**config.mk**
```make
export PLATFORM = sky130hd
export DESIGN_NAME = mlb_queue
export DESIGN_NICKNAME = d
export VERILOG_FILES = /design/src/rtl/core/mip_level_box_downsample_top_macros.svh /design/src/rtl/core/mlb_pkg.sv /design/src/rtl/core/mlb_queue.sv
export SDC_FILE = /design/constraint.sdc
export NUM_CORES = 1
export LEC_CHECK = 0
export BUFFER_PORTS_ARGS = -buffer_cell sky130_fd_sc_hd__buf_4
export CAP_MARGIN = 5
export CORE_ASPECT_RATIO = 0.8
export CORE_MARGIN = 2
export CORE_UTILIZATION = 45
export DETAILED_ROUTE_END_ITERATION = 10
export HOLD_SLACK_MARGIN = 0.02
export PLACE_DENSITY = 0.68
export SLEW_MARGIN = 5
export SYNTH_ARGS = -nofsm -noshare
export SYNTH_HDL_FRONTEND = slang
export SYNTH_SLANG_ARGS = --single-unit
```
**constraint.sdc**
```tcl
create_clock -name clk -period 1.55 [get_ports clk]
set_input_delay 0.0775 -clock clk [delete_from_list [all_inputs] [get_ports clk]]
set_output_delay 0.0775 -clock clk [all_outputs]
set_load 0.02 [all_outputs]
```
**src/rtl/core/mip_level_box_downsample_top_macros.svh**
```systemverilog
// Assertion helpers for the mip level downsampler.
// Every check is clocked on clk and switched off while rst_n is low.
`ifndef MIP_LEVEL_BOX_DOWNSAMPLE_TOP_MACROS_SVH
`define MIP_LEVEL_BOX_DOWNSAMPLE_TOP_MACROS_SVH

// Check that a condition holds at every edge.
`define MLB_CHECK(label, cond, msg) \
    label: assert property (@(posedge clk) disable iff (!rst_n) (cond)) else $error(msg);

// Check that a consequent holds in the same cycle as its trigger.
`define MLB_CHECK_IMPLY(label, trig, cons, msg) \
    label: assert property (@(posedge clk) disable iff (!rst_n) (trig) |-> (cons)) \
        else $error(msg);

// Check that a consequent holds in the cycle after its trigger.
`define MLB_CHECK_NEXT(label, trig, cons, msg) \
    label: assert property (@(posedge clk) disable iff (!rst_n) (trig) |=> (cons)) \
        else $error(msg);

`endif

```
**src/rtl/core/mlb_pkg.sv**
```systemverilog
package mlb_pkg;

    localparam int CFG_W      = 11;
    localparam int CHAN_W     = 3;
    localparam int DATA_W     = 32;
    localparam int PAIR_W     = DATA_W + 1;
    localparam int SUM_W      = DATA_W + 2;
    localparam int NUM_CH     = 4;
    localparam int CFG_IDX_W  = 2;

    localparam int DEF_MAX_HALF_WIDTH  = 1024;
    localparam int DEF_MAX_HALF_HEIGHT = 1024;

    localparam logic [CFG_W-1:0]  RESET_HALF_WIDTH    = CFG_W'(1);
    localparam logic [CFG_W-1:0]  RESET_HALF_HEIGHT   = CFG_W'(1);
    localparam logic [CHAN_W-1:0] RESET_CHANNEL_COUNT = CHAN_W'(4);

    localparam int QUEUE_DEPTH = 4;
    localparam int Q_PTR_W     = $clog2(QUEUE_DEPTH);
    localparam int Q_CNT_W     = $clog2(QUEUE_DEPTH + 1);

    typedef enum logic [CFG_IDX_W-1:0] {
        REG_HALF_WIDTH    = 2'd0,
        REG_HALF_HEIGHT   = 2'd1,
        REG_CHANNEL_COUNT = 2'd2
    } cfg_reg_t;

    // what the back end does with a queued pair
    typedef enum logic {
        OP_STORE = 1'b0,
        OP_EMIT  = 1'b1
    } op_t;

    typedef struct packed {
        op_t                             op;
        logic                            last;
        logic [NUM_CH-1:0]               chan_mask;
        logic [NUM_CH-1:0][PAIR_W-1:0]   pair;
    } job_t;

    typedef struct packed {
        logic               full;
        logic               empty;
        logic [Q_CNT_W-1:0] count;
    } q_stat_t;

endpackage

```
**src/rtl/core/mlb_queue.sv**
```systemverilog
module mlb_queue
    import mlb_pkg::*;
#(
    parameter int WIDTH = 8
)
(
    input  logic             clk,
    input  logic             rst_n,
    input  logic             push,
    input  logic [WIDTH-1:0] push_data,
    input  logic             pop,
    output logic [WIDTH-1:0] pop_data,
    output q_stat_t          stat
);

    logic [WIDTH-1:0]   slot_reg [QUEUE_DEPTH];
    logic [Q_PTR_W-1:0] wr_ptr_reg, wr_ptr_next;
    logic [Q_PTR_W-1:0] rd_ptr_reg, rd_ptr_next;
    logic [Q_CNT_W-1:0] count_reg, count_next;

    always_comb
    begin
        wr_ptr_next = wr_ptr_reg;
        rd_ptr_next = rd_ptr_reg;
        count_next  = count_reg;
        if (push)
            wr_ptr_next = (wr_ptr_reg == Q_PTR_W'(QUEUE_DEPTH - 1)) ? '0
                        : wr_ptr_reg + Q_PTR_W'(1);
        if (pop)
            rd_ptr_next = (rd_ptr_reg == Q_PTR_W'(QUEUE_DEPTH - 1)) ? '0
                        : rd_ptr_reg + Q_PTR_W'(1);
        if (push && !pop)
            count_next = count_reg + Q_CNT_W'(1);
        else if (pop && !push)
            count_next = count_reg - Q_CNT_W'(1);
    end

    always_ff @(posedge clk or negedge rst_n)
    begin
        if (!rst_n)
        begin
            wr_ptr_reg <= '0;
            rd_ptr_reg <= '0;
            count_reg  <= '0;
        end
        else
        begin
            wr_ptr_reg <= wr_ptr_next;
            rd_ptr_reg <= rd_ptr_next;
            count_reg  <= count_next;
        end
    end

    always_ff @(posedge clk)
    begin
        if (push)
            slot_reg[wr_ptr_reg] <= push_data;
    end

    assign pop_data   = slot_reg[rd_ptr_reg];
    assign stat.full  = (count_reg == Q_CNT_W'(QUEUE_DEPTH));
    assign stat.empty = (count_reg == '0);
    assign stat.count = count_reg;

endmodule

```
Yosys cells after proc, flatten, opt, wreduce, memory -nomap -nowiden
Memory sizes are Yosys's and may differ from the RTL's. Cells that the tools add are included. Widths: inputs -> output; s select.

Register bits: 7. RAM bits: 32. Input port bits: 12. Output and inout port bits: 13. Word-level logic and storage cells: 23. Memories: 1.

Add/subtract/negate cells: 4. Eq/ne operators: 3. Multiplexer cells: 6. Reduce and logical (&&, ||, !) cells: 6.

Memories: slot_reg (depth 4, bits a word 8, rd ports 1, clocked after Yosys merged registers in 0, wr ports 1, line mlb_queue.sv:16) `logic [WIDTH-1:0] slot_reg [QUEUE_DEPTH];`.

Operators with widths (number): $mux 3 (2); $add 2x1->2 const B (2); $eq 2x2->1 const B (2); $mux 2 (2); $add 3x1->3 const B (1); $eq 3x3->1 const B (1); $logic_not 3->1 (1); $sub 3x1->3 const B (1); $logic_and 1x1->1 (2); $logic_not 1->1 (2); $mux 1 (2); $reduce_bool 2->1 (1).

Logic depth before layout (Yosys ltp)
Depth after elaboration: 4. Mapped depth: 7. Gate-level depth less buffers: 7.

Worst setup path before layout
Ideal clock, no wire load.

Path kind: flip-flop to flip-flop. From: register count_reg[0]. To: register count_reg[2]. Arrival time: 1.322 ns. Required time: 1.470 ns. Path slack: 0.149 ns. Cell stages (with the launch flop): 5. Period minus slack after synthesis: 1.401 ns. Cell sequence: dfrtp_1 -> fa_1 -> xor2_1 -> nor2_1 -> xor2_1.

Cells in the longest elaborated chain, start to end: 3.

Ends and longest elaborated chain: start: declaration (line mlb_queue.sv:19) `logic [Q_CNT_W-1:0] count_reg, count_next;`; start signal: assignment (line mlb_queue.sv:50) `count_reg <= count_next;`; $sub 3x1->3 (line mlb_queue.sv:35) `count_next = count_reg - Q_CNT_W'(1);`; $mux 3 (line mlb_queue.sv:34) `else if (pop && !push)`; $mux 3 * (line mlb_queue.sv:32) `if (push && !pop)`.

Mark *: on every way between the ends. The rest lies on a longest branch, timed or not. The select of a mux whose other input is x is not followed. A chain may end at the register's enable or synchronous reset.

Worst setup path after layout
From: register rd_ptr_reg[0]. To: output port pop_data[1].

Cells in the longest elaborated chain, start to end: 1.

Ends and longest elaborated chain: start: declaration (line mlb_queue.sv:18) `logic [Q_PTR_W-1:0] rd_ptr_reg, rd_ptr_next;`; start signal: assignment (line mlb_queue.sv:49) `rd_ptr_reg <= rd_ptr_next;`; $mem_v2 4x8; end: declaration (line mlb_queue.sv:12) `output logic [WIDTH-1:0] pop_data,`.

No other way between the ends.

==> results.cfg <==
[status]
outcome = finished, violations left
violations = setup timing

[setup_path]
rrSetupSlack_ns = 0.09
cp-start-kind = flip-flop
arrival_ns = 1.50
cp.required_ns = 1.47
cp_max_fo = 4
r2r_cells = 5
cp-startpoint = rd_ptr_reg[0]$_DFFE_PN0P_
crit_type = reg2out
r2r-start = rd_ptr_reg[0]$_DFFE_PN0P_
r2r-end = rd_ptr_reg[1]$_DFFE_PN0P_
cp-end-kind = output pin

[die]
io_pins = 25
fp.dieArea_sq_mm = 0.00398
row_count = 19
initial_core_util = 0.465
core_area_sq_mm = 0.00338
die_h_microns = 56.8
die_x_microns = 70.0

[synth]
ys_types = 18
synthTopCellsByArea = edfxtp_1, mux4_2, dfrtp_1, ha_1, mux2_2
yosysSeqAreaShare = 0.724
yosysWarningCount = 0
synthesis.area_sq_mm = 0.00157
synth_top_cell_by_area = edfxtp_1
postSynthCellCount = 79
syn-num-nets = 98
synth_area_per_cell_sq_um = 19.9
yosysTopAreaCellShare = 0.612
synth_seq_cells = 39

[power_and_ir_drop]
power_density_mw_per_mm2 = 1920
combPwrFrac = 0.376
p_leak_nw = 0.828
internal_power_mw = 2.88
p_switching_mw = 1.21
seqPwrFrac = 0.384
p_sw_frac = 0.296
clockPowerShare = 0.240
ir_worst_vdd_uv = 1110

[global_routing]
track_usage = 0.149
grt_max_degree = 13
grt_pass1_vias = 822
grt_overflow = 0
antenna_found_initial = 0
grt_pass1_wl_microns = 4150

[sta]
rsz0062_at_grt = yes
clock.fmax_mhz = 635
setup_violations = 4
finalCritPeriodShare = 1.02
min_period_ns = 1.57
report.final.hold_viol_count = 0
drv_slew = 0
clock_skew_ns = 0.00449
layout_setup_ws_ns = -0.0248
worst_slew_pin_slew_ns = 0.446
hold_slack_ns = 0.0338
max_slew_margin = 0.703

[cts]
cts_buffers = 5
numClockSinks = 39
insertion_delay_ns = 0.29
clkSlewWorstSetupHoldPaths_ns = 0.07
h-tree-depth = 2
cts_buffer_depth = 2
cts_tree = yes
cts_root_buf = clkbuf_8

[routing]
drt_wl_total_microns = 2620
drc = 0
ant_nets = 0
wl_per_cell_microns = 15.5
routed-via-count = 823
drt-initial-drc-count = 53
vias_per_cell = 4.87
drt_pass1_iterations = 3

[placed_design]
place.port_buffers = 24
hpwl_microns = 1780
routabilityCongestion = 0.669

[finish]
drive_gt1_frac = 0.409
nets = 145
utilization = 0.632
largest_reg_flops = 32
num_antenna_cells = 0
final_cell_mix = edfxtp_1, buf_4, buf_6
fill_cells = 256
mostFrequentLayoutCell = edfxtp_1
area_growth_syn_to_layout_pct = 35.8

[run]
cap_violations = 0

[hold_path]
min_path_cells = 2
holdPathEnd = wr_ptr_reg[0]$_DFFE_PN0P_
hp-start = push
hold_path.class = in2reg
[logic make-up (layout without fill, tap and decap cells)]
kind of cell | after synthesis | after routing | share of synthesized area
mux | 11 | 11 | 0.136
compound gates | 2 | 2 | 0.00637
fa+ha+maj | 7 | 7 | 0.0606
buf+inv | 7 | 55 | 0.0223
flops | 39 | 39 | 0.724
xor+xnor | 3 | 3 | 0.0167
simple gates | 10 | 10 | 0.0343
[critical path: stages, from the launching register on]
cell and delay (ns):
dfrtp_2 0.41, buf_6 0.14, mux4_2 0.51, buf_6 0.15
[through the flow]
stage                     instances  total power [mW]  setup WS, ns  cell area [sq um]  setup TNS (ns)
after floorplan                  79              2.39         0.149               1570               0
after global placement          150              2.91         0.217               1850               0
after detailed placement        150              2.96         0.180               1850               0
after CTS                       168              4.08       -0.0713               2110          -0.419
after global routing            169              4.30       -0.0693               2130          -0.403
final                           169              4.08       -0.0248               2130         -0.0815
[cell type report]
cell class / count / area, sq um / area share
Multi-Input combinational cell: 33 / 399 / 0.187
Clock inverter: 2 / 60.1 / 0.0282
Sequential cell: 39 / 1140 / 0.533
Inverter: 5 / 18.8 / 0.00880
Timing Repair Buffer: 42 / 392 / 0.184
Clock buffer: 6 / 72.6 / 0.0340
Tap cell: 42 / 52.6 / 0.0246
[cells in the mapped netlist]
cell,number
buf_6,1
buf_2,1
and2_1,4
mux4_2,8
nand3_1,1
o21ai_0,2
nor2_1,2
dfrtp_1,7
edfxtp_1,32
ha_1,6
nand2_1,1
xnor2_1,1
fa_1,1
nor3_1,1
mux2_2,3
nor3b_1,1
xor2_1,2
inv_1,5
[repair_timing]
action                                  4_1_cts  5_1_grt
setup buffers                                 1        1
endpoints found under the hold margin        39        0
resized for setup                             8        4
hold buffers                                  9        0
endpoints found under the setup margin        8        8
[power groups by stage]
stage	logic, mW	clock network [mW]	registers (mW)
2_1_floorplan	0.840	0	1.55
3_3_place_gp	1.35	0	1.56
3_5_place_dp	1.37	0	1.59
4_1_cts	1.51	1.00	1.57
5_1_grt	1.65	1.05	1.60
6_report	1.53	0.981	1.57
[worst max-delay path by stage]
stage,endpoint,slack [ns],cells after the start
5_1_grt,pop_data[6],-0.07,3
3_5_place_dp,count_reg[2]$_DFFE_PN0P_,0.18,4
6_report,pop_data[1],-0.02,3
2_1_floorplan,count_reg[2]$_DFFE_PN0P_,0.15,4
4_1_cts,pop_data[4],-0.07,3
3_3_place_gp,count_reg[2]$_DFFE_PN0P_,0.22,4
[metal layers]
metal,wire length [microns],vias to the layer above,track usage
li1,-,393,-
met1,1160,411,0.190
met2,1320,17,0.222
met3,118,2,0.0503
met4,22,0,0.0907
met5,0,-,0
Power figures use the tool's default switching activity.
