**src/rtl/core/mip_level_box_downsample_top_macros.svh**
```systemverilog
// Assertion helpers for the mip level downsampler.
// Every check is clocked on clk and switched off while rst_n is low.
`ifndef MIP_LEVEL_BOX_DOWNSAMPLE_TOP_MACROS_SVH
`define MIP_LEVEL_BOX_DOWNSAMPLE_TOP_MACROS_SVH

// Check that a condition holds at every edge.
`define MLB_CHECK(label, cond, msg) \
    label: assert property (@(posedge clk) disable iff (!rst_n) (cond)) else $error(msg);

// Check that a consequent holds in the same cycle as its trigger.
`define MLB_CHECK_IMPLY(label, trig, cons, msg) \
    label: assert property (@(posedge clk) disable iff (!rst_n) (trig) |-> (cons)) \
        else $error(msg);

// Check that a consequent holds in the cycle after its trigger.
`define MLB_CHECK_NEXT(label, trig, cons, msg) \
    label: assert property (@(posedge clk) disable iff (!rst_n) (trig) |=> (cons)) \
        else $error(msg);

`endif

```
**src/rtl/core/mlb_pkg.sv**
```systemverilog
package mlb_pkg;

    localparam int CFG_W      = 11;
    localparam int CHAN_W     = 3;
    localparam int DATA_W     = 32;
    localparam int PAIR_W     = DATA_W + 1;
    localparam int SUM_W      = DATA_W + 2;
    localparam int NUM_CH     = 4;
    localparam int CFG_IDX_W  = 2;

    localparam int DEF_MAX_HALF_WIDTH  = 1024;
    localparam int DEF_MAX_HALF_HEIGHT = 1024;

    localparam logic [CFG_W-1:0]  RESET_HALF_WIDTH    = CFG_W'(1);
    localparam logic [CFG_W-1:0]  RESET_HALF_HEIGHT   = CFG_W'(1);
    localparam logic [CHAN_W-1:0] RESET_CHANNEL_COUNT = CHAN_W'(4);

    localparam int QUEUE_DEPTH = 4;
    localparam int Q_PTR_W     = $clog2(QUEUE_DEPTH);
    localparam int Q_CNT_W     = $clog2(QUEUE_DEPTH + 1);

    typedef enum logic [CFG_IDX_W-1:0] {
        REG_HALF_WIDTH    = 2'd0,
        REG_HALF_HEIGHT   = 2'd1,
        REG_CHANNEL_COUNT = 2'd2
    } cfg_reg_t;

    // what the back end does with a queued pair
    typedef enum logic {
        OP_STORE = 1'b0,
        OP_EMIT  = 1'b1
    } op_t;

    typedef struct packed {
        op_t                             op;
        logic                            last;
        logic [NUM_CH-1:0]               chan_mask;
        logic [NUM_CH-1:0][PAIR_W-1:0]   pair;
    } job_t;

    typedef struct packed {
        logic               full;
        logic               empty;
        logic [Q_CNT_W-1:0] count;
    } q_stat_t;

endpackage

```
**src/rtl/core/mlb_front.sv**
```systemverilog
module mlb_front
    import mlb_pkg::*;
#(
    parameter int MAX_HALF_WIDTH  = DEF_MAX_HALF_WIDTH,
    parameter int MAX_HALF_HEIGHT = DEF_MAX_HALF_HEIGHT,
    parameter int IDX_W           = (MAX_HALF_WIDTH > 1) ? $clog2(MAX_HALF_WIDTH) : 1
)
(
    input  logic                     clk,
    input  logic                     rst_n,
    input  logic [CFG_W-1:0]         half_width,
    input  logic [CFG_W-1:0]         half_height,
    input  logic [CHAN_W-1:0]        channel_count,
    input  logic                     accept,
    input  logic [NUM_CH-1:0][DATA_W-1:0] in_ch,
    output logic                     push,
    output job_t                     push_job,
    output logic [IDX_W-1:0]         push_idx
);

    localparam int ROWIDX_W = (MAX_HALF_HEIGHT > 1) ? $clog2(MAX_HALF_HEIGHT) : 1;
    localparam int COL_W    = IDX_W + 1;
    localparam int ROW_W    = ROWIDX_W + 1;
    localparam int CW_W     = (COL_W + 1 > CFG_W) ? COL_W + 1 : CFG_W;
    localparam int RW_W     = (ROW_W + 1 > CFG_W) ? ROW_W + 1 : CFG_W;

    logic [COL_W-1:0] col_reg, col_next;
    logic [ROW_W-1:0] row_reg, row_next;
    logic [NUM_CH-1:0][DATA_W-1:0] left_reg, left_next;

    logic [CW_W-1:0]   hw, sw, col_ext, col_eff, col_inc;
    logic [RW_W-1:0]   hh, sh, row_ext, row_eff, row_inc;
    logic [CHAN_W-1:0] chans;
    logic              out_of_range;

    // clamp sizes to the supported range, zero counts as one
    always_comb
    begin
        if (half_width == '0)
            hw = CW_W'(1);
        else if (CW_W'(half_width) > CW_W'(MAX_HALF_WIDTH))
            hw = CW_W'(MAX_HALF_WIDTH);
        else
            hw = CW_W'(half_width);

        if (half_height == '0)
            hh = RW_W'(1);
        else if (RW_W'(half_height) > RW_W'(MAX_HALF_HEIGHT))
            hh = RW_W'(MAX_HALF_HEIGHT);
        else
            hh = RW_W'(half_height);

        if (channel_count == '0)
            chans = CHAN_W'(1);
        else if (channel_count > CHAN_W'(NUM_CH))
            chans = CHAN_W'(NUM_CH);
        else
            chans = channel_count;
    end

    assign sw = hw << 1;
    assign sh = hh << 1;

    assign col_ext = CW_W'(col_reg);
    assign row_ext = RW_W'(row_reg);

    // restart at the top left when the stored position no longer fits the level
    assign out_of_range = (col_ext >= sw) || (row_ext >= sh);
    assign col_eff      = out_of_range ? '0 : col_ext;
    assign row_eff      = out_of_range ? '0 : row_ext;
    assign col_inc      = col_eff + CW_W'(1);
    assign row_inc      = row_eff + RW_W'(1);

    always_comb
    begin
        col_next  = col_reg;
        row_next  = row_reg;
        left_next = left_reg;
        if (accept)
        begin
            if (!col_eff[0])
                left_next = in_ch;
            if (col_inc >= sw)
            begin
                col_next = '0;
                row_next = (row_inc >= sh) ? '0 : row_inc[ROW_W-1:0];
            end
            else
            begin
                col_next = col_inc[COL_W-1:0];
                row_next = row_eff[ROW_W-1:0];
            end
        end
    end

    always_comb
    begin
        push_job.op   = row_eff[0] ? OP_EMIT : OP_STORE;
        push_job.last = (row_eff == sh - RW_W'(1)) && (col_eff == sw - CW_W'(1));
        for (int c = 0; c < NUM_CH; c++)
        begin
            push_job.chan_mask[c] = (CHAN_W'(c) < chans);
            push_job.pair[c]      = {left_reg[c][DATA_W-1], left_reg[c]}
                                  + {in_ch[c][DATA_W-1], in_ch[c]};
        end
    end

    assign push     = accept && col_eff[0];
    assign push_idx = col_eff[COL_W-1:1];

    always_ff @(posedge clk or negedge rst_n)
    begin
        if (!rst_n)
        begin
            col_reg <= '0;
            row_reg <= '0;
        end
        else
        begin
            col_reg <= col_next;
            row_reg <= row_next;
        end
    end

    always_ff @(posedge clk)
    begin
        left_reg <= left_next;
    end

endmodule

```
**config.mk**
```make
export PLATFORM = sky130hd
export DESIGN_NAME = mlb_front
export DESIGN_NICKNAME = d
export VERILOG_FILES = /design/src/rtl/core/mip_level_box_downsample_top_macros.svh /design/src/rtl/core/mlb_pkg.sv /design/src/rtl/core/mlb_front.sv
export SDC_FILE = /design/constraint.sdc
export NUM_CORES = 1
export LEC_CHECK = 0
export BUFFER_PORTS_ARGS = -buffer_cell sky130_fd_sc_hd__buf_2
export CORE_MARGIN = 2
export CORE_UTILIZATION = 30
export CTS_CLUSTER_DIAMETER = 100
export DETAILED_ROUTE_END_ITERATION = 7
export SETUP_SLACK_MARGIN = 0.3
export SYNTH_ARGS = -nofsm -noshare
export SYNTH_HDL_FRONTEND = slang
export SYNTH_SLANG_ARGS = --single-unit
```
**constraint.sdc**
```tcl
create_clock -name clk -period 13.12 [get_ports clk]
set_input_delay 2.624 -clock clk [delete_from_list [all_inputs] [get_ports clk]]
set_output_delay 2.624 -clock clk [all_outputs]
set_load 0.005 [all_outputs]
```
---- Yosys cells after proc, flatten, opt, wreduce, memory -nomap -nowiden ----
Cells that the tools add are included.
Widths: inputs -> output; s select.
operators by class
  add/subtract/negate cells ............... 8
  $mul .................................... 0
  divide/modulo/power cells ............... 0
  order comparisons ....................... 11
  eq/ne operators ......................... 2
  shifts and indexed selects .............. 0
  muxes and demuxes ....................... 12
  bitwise gates (word level) .............. 1
  reduce and logical (&&, ||, !) cells .... 7
operators by type and width
  operator               number
  $add 32x32->33         4
  $mux 11                9
  $add 11x1->12 const B  2
  $eq 11x12->1           2
  $ge 11x12->1           2
  $ge 12x12->1           2
  $sub 12x1->12 const B  2
  $gt 11x11->1 const B   2
  $logic_not 11->1       2
  $lt 1x3->1 const A     2
  $lt 2x3->1 const A     2
  $mux 3                 2
  $gt 3x3->1 const B     1
  $logic_not 3->1        1
  $logic_and 1x1->1      2
  $reduce_and 2->1       1
  $logic_or 1x1->1       1
  $mux 1                 1
  $not 1->1              1
storage, ports and cells
  register bits ........................... 150
  bits in latches ......................... 0
  bits in writable memories ............... 0
  bits in read-only memories .............. 0
  input port bits ......................... 156
  output and inout bits ................... 149
  logic and storage cells ................. 47
  memories ................................ 0

---- Logic depth before layout (Yosys ltp) ----
  depth in word-level cells ............... 10
  gate-level depth with buffers ........... 30
  gate-level depth less buffers ........... 27

---- Worst setup path after synthesis ----
Ideal clock, no wire load.
  path type ............................... input-to-reg
  from .................................... input port half_width[2]
  to ...................................... register left_reg[0] (netlist bit) (enable)
  library setup time ...................... 0.619 ns
  arrival time ............................ 10.361 ns
  data required time ...................... 12.501 ns
  path slack .............................. 2.140 ns
  stages .................................. 15
  path buffers ............................ 2
  cells stage by stage .................... or4_1 buf_6 nor4b_4 a21oi_1 nor2_1 ha_1 nand2b_1 a21oi_1 o21ai_0 a31oi_1 nor2_1 clkbuf_8 nand2_1 inv_1 nor2_1
on the way
  longest elaborated chain between the ends .. 8
  elaborated cells between the ends (all ways) .. 9
  classes of those cells .................. 2 x order compare; 3 x mux; 1 x bitwise; 3 x reduce/logical
ends and longest elaborated chain
  element                              line              RTL
  start, declared                      mlb_front.sv:11   input logic [CFG_W-1:0] half_width,
  $gt 11x11->1                         mlb_front.sv:41   else if (CW_W'(half_width) > CW_W'(MAX_HALF_WIDTH))
  $mux 11                              mlb_front.sv:41
  $mux 11 *                            mlb_front.sv:39   if (half_width == '0)
  $ge 11x12->1 *                       mlb_front.sv:68   assign out_of_range = (col_ext >= sw) || (row_ext >= sh);
  $logic_or 1x1->1 *                   mlb_front.sv:68
  $mux 11 *                            mlb_front.sv:69   assign col_eff = out_of_range ? '0 : col_ext;
  $not 1->1 (no source line) *         -
  $reduce_and 2->1 (no source line) *  -
  end signal, assigned                 mlb_front.sv:127  left_reg <= left_next;
  end, declared                        mlb_front.sv:29   logic [NUM_CH-1:0][DATA_W-1:0] left_reg, left_next;
Mark *: on every way between the ends. The rest lies on a longest branch, timed or not.
A chain may end at the register's enable or synchronous reset.

==> impl_metrics.csv <==
group,metric,value,unit
yosys,netlist_instances,1442,
yosys,synth_warnings,0,
layout,nets,2077,
timing,setup_slack,3.73,ns
critical_path,required,10.50,ns
yosys,ys.flop_type,"edfxtp_1",
routing,vias_per_cell,5.15,
yosys,synthSimpleGateAreaFrac,16.4,%
floorplan,row_count,77,
routing,avgRoutedWirePerCell,16.2,µm
clock_network,cts_hold_buffers,0,
yosys,synth-edff-count,128,
clock_network,htree_levels,4,
floorplan,die_area,46300,µm²
pwr,power.leakage,7.21,nW
pwr,powerDensity,136,nW/µm²
layout,drive_gt1_share,20.3,%
clock_network,cts_setup_buffers,0,
layout,seqCellArea,4390,µm²
timing,finalCriticalPeriod,9.39,ns
clock_network,clk_path_buf_depth,2,
yosys,synth-xor-area-share,8.64,%
yosys,syn_area,13400,µm²
critical_path,r2r_slack,7.74,ns
hold_path,holdCritStartpoint,"col_reg[5]$_DFFE_PN0P_",
clock_network,clk_latency,0.44,ns
critical_path,crit_arrival,6.77,ns
grt,grt_pass1_vias,11700,
critical_path,reg2reg_depth,22,
timing,fmax,0.106,GHz
status,outcome,"completed",
clock_network,cts_tree,"done",
timing,slew_violations,0,
layout,nFillCells,4560,
floorplan,fp.coreArea,44100,µm²
place,place.gp.congestion,0.927,
place,port_buffers,303,
layout,largest_reg_flops,128,
yosys,async_flop_share,14.7,%
routing,ant_nets,0,
yosys,synth_top_family_by_area,"compound AO/OA/AOI/OAI gates",
routing,firstDrtPassIters,5,
hold_path,hold_depth,1,
yosys,synth_fa_ha_area_share,16.9,%
hold_path,hold_path_end,"col_reg[5]$_DFFE_PN0P_",
pwr,peakVddDrop,0.0642,mV
yosys,ys_ff_latch,150,
critical_path,crit_path_end_kind,"output pin",
routing,wl,38.0,mm
clock_network,cts_resized,0,
timing,rsz0062_at_grt,"no",
routing,drcViolationCount,0,
timing,setup_violations,0,
timing,setup_tns,0,ns
floorplan,die_w,215,µm
yosys,synthesis.nets,1776,
timing,tightest_slew,0.879,ns
yosys,synth_mux_area_share,0.617,%
yosys,ys_seq_area_share,32.8,%
grt,grtUsageTotal,16.0,%
floorplan,die_h,215,µm
place,dpl.hpwl,30.3,mm
critical_path,regToRegEndpoint,"row_reg[0]$_DFFE_PN0P_",
timing,max_slew_margin,41.4,%
yosys,synthTopCellsByArea,"edfxtp_1 29%, ha_1 16%, xnor2_1 6.0%",
routing,drtIter0Drc,833,
layout,syn2layout_area_growth,20.8,%
timing,timing_hold_violations_final,0,
layout,multi_input_area,8590,µm²
grt,antenna_found_initial,7,
clock_network,clock-root-buffer,"clkbuf_16",
grt,grt_max_degree,130,
job,cap_violations,0,
grt,overflow,0,
timing,clock-skew-final,0.00977,ns
yosys,synth_top_cell_by_area,"edfxtp_1",
yosys,synth_top_area_share,28.7,%
yosys,synth.avg_cell_area,9.28,µm²
hold_path,hp-class,"register to register",
critical_path,startpoint_type,"input port",
timing,fin_crit_sh,71.6,%
critical_path,rr_startpoint,"row_reg[5]$_DFFE_PN0P_",
floorplan,initial_core_util,30.3,%
clock_network,path_clk_slew,0.07,ns
floorplan,ios,305,
routing,route.vias.total,12100,
clock_network,cts_buffers,17,
critical_path,path_max_fanout,16,
yosys,ys_types,88,
yosys,synth_compound_area_share,21.6,%
place,place_ws,3.79,ns
clock_network,clock_sinks,150,
critical_path,critPathKind,"input port to output pin",
grt,grt_pass1_wl,60.7,mm
## cells in the mapped netlist (19+ instances only)
library cell / n
nand3_1: 37
and3_1: 19
ha_1: 174
nor3_1: 41
nor2b_1: 23
edfxtp_1: 128
nand2b_1: 22
a21o_1: 54
o21ai_0: 74
xor2_1: 41
xnor2_1: 91
nor2_1: 115
nand2_1: 116
dfrtp_1: 22
o21a_1: 23
inv_1: 71
a21oi_1: 122
a22o_1: 19
## placed cells by master, fill, tap and decap left out, drive strengths merged, types with 15 or more instances in the layout
cell,count
nor3,43
nand2b,22
a21o,54
xor2,41
a22o,19
and3,19
o21ai,79
o21bai,15
a211oi,16
nand2,116
a21oi,122
xnor2,91
ha,174
nor2b,23
nand3,37
edfxtp,128
nand4,15
nor2,115
dfrtp,22
inv,73
clkbuf,17
buf,305
o21a,23
## layer usage
layer / vias to the layer above / GRT usage [%] / routed length, µm
li1: 6041 / - / -
met1: 5698 / 20.9 / 17300
met4: 6 / 4.32 / 588
met3: 46 / 3.79 / 2360
met5: - / 0 / 36
met2: 326 / 26.6 / 17800
## worst max-delay path, cell delays in order
cell,delay (ns)
buf_2,0.13
or4_1,0.69
nor4b_4,0.44
a21oi_1,0.12
nor2_1,0.32
ha_1,0.31
nand2b_1,0.08
a21oi_1,0.07
o21ai_0,0.16
a31oi_1,0.12
nor2_1,0.30
buf_4,0.28
and2_1,0.20
o21ai_0,0.11
a221o_1,0.31
nor4_2,0.34
buf_2,0.18
## metrics by stage
| stage | hold WS, ns | area [µm²] | total power (W) | util [%] | std cells |
|---|---|---|---|---|---|
| 2_1_floorplan | 0.531 | 13400 | 0.00134 | - | 1442 |
| 3_3_place_gp | 0.642 | 15500 | 0.00168 | 35.2 | 2316 |
| 3_5_place_dp | 0.655 | 15500 | 0.00168 | 35.2 | 2316 |
| 4_1_cts | 0.677 | 16100 | 0.00222 | 36.6 | 2348 |
| 5_1_grt | 0.698 | 16200 | 0.00236 | 36.6 | 2352 |
| 6_report | 0.677 | 16200 | 0.00220 | 36.6 | 2352 |
## worst max-delay path by stage
stage,slack (ns),cells after the start,start,end
3_5_place_dp,3.79,17,half_width[2],push_job[136]
3_3_place_gp,3.93,17,half_width[2],push_job[136]
6_report,3.73,17,half_width[2],push_job[136]
2_1_floorplan,2.14,15,half_width[2],left_reg[0]$_DFFE_PP_
4_1_cts,3.77,17,half_width[2],push_job[136]
5_1_grt,3.43,17,half_width[2],push_job[136]
## logic make-up after synthesis
| kind of cell | Yosys count |
|---|---|
| multiplexers | 8 |
| buffers and inverters | 95 |
| XOR/XNOR | 132 |
| AO/OA/AOI/OAI | 435 |
| adder cells (fa/ha/maj) | 178 |
| other | 1 |
| flip-flops | 150 |
| AND/OR/NAND/NOR | 443 |
## power by group
group | internal [W] | leakage (nW) | total (W) | switching (W)
clock | 0.000300 | 0.299 | 0.000516 | 0.000216
combinational | 0.000448 | 5.40 | 0.00103 | 0.000584
sequential | 0.000607 | 1.51 | 0.000646 | 0.0000396
total | 0.00136 | 7.21 | 0.00220 | 0.000839
## layout make-up
type | count | share of cell area [%]
Inverter | 72 | 1.67
Clock buffer | 17 | 2.63
Tap cell | 592 | 4.58
Timing Repair Buffer | 305 | 9.56
Clock inverter | 15 | 1.11
Multi-Input combinational cell | 1197 | 53.2
Sequential cell | 150 | 27.2
Antenna cell | 4 | 0.0620
(Power assumes the default switching activity.)
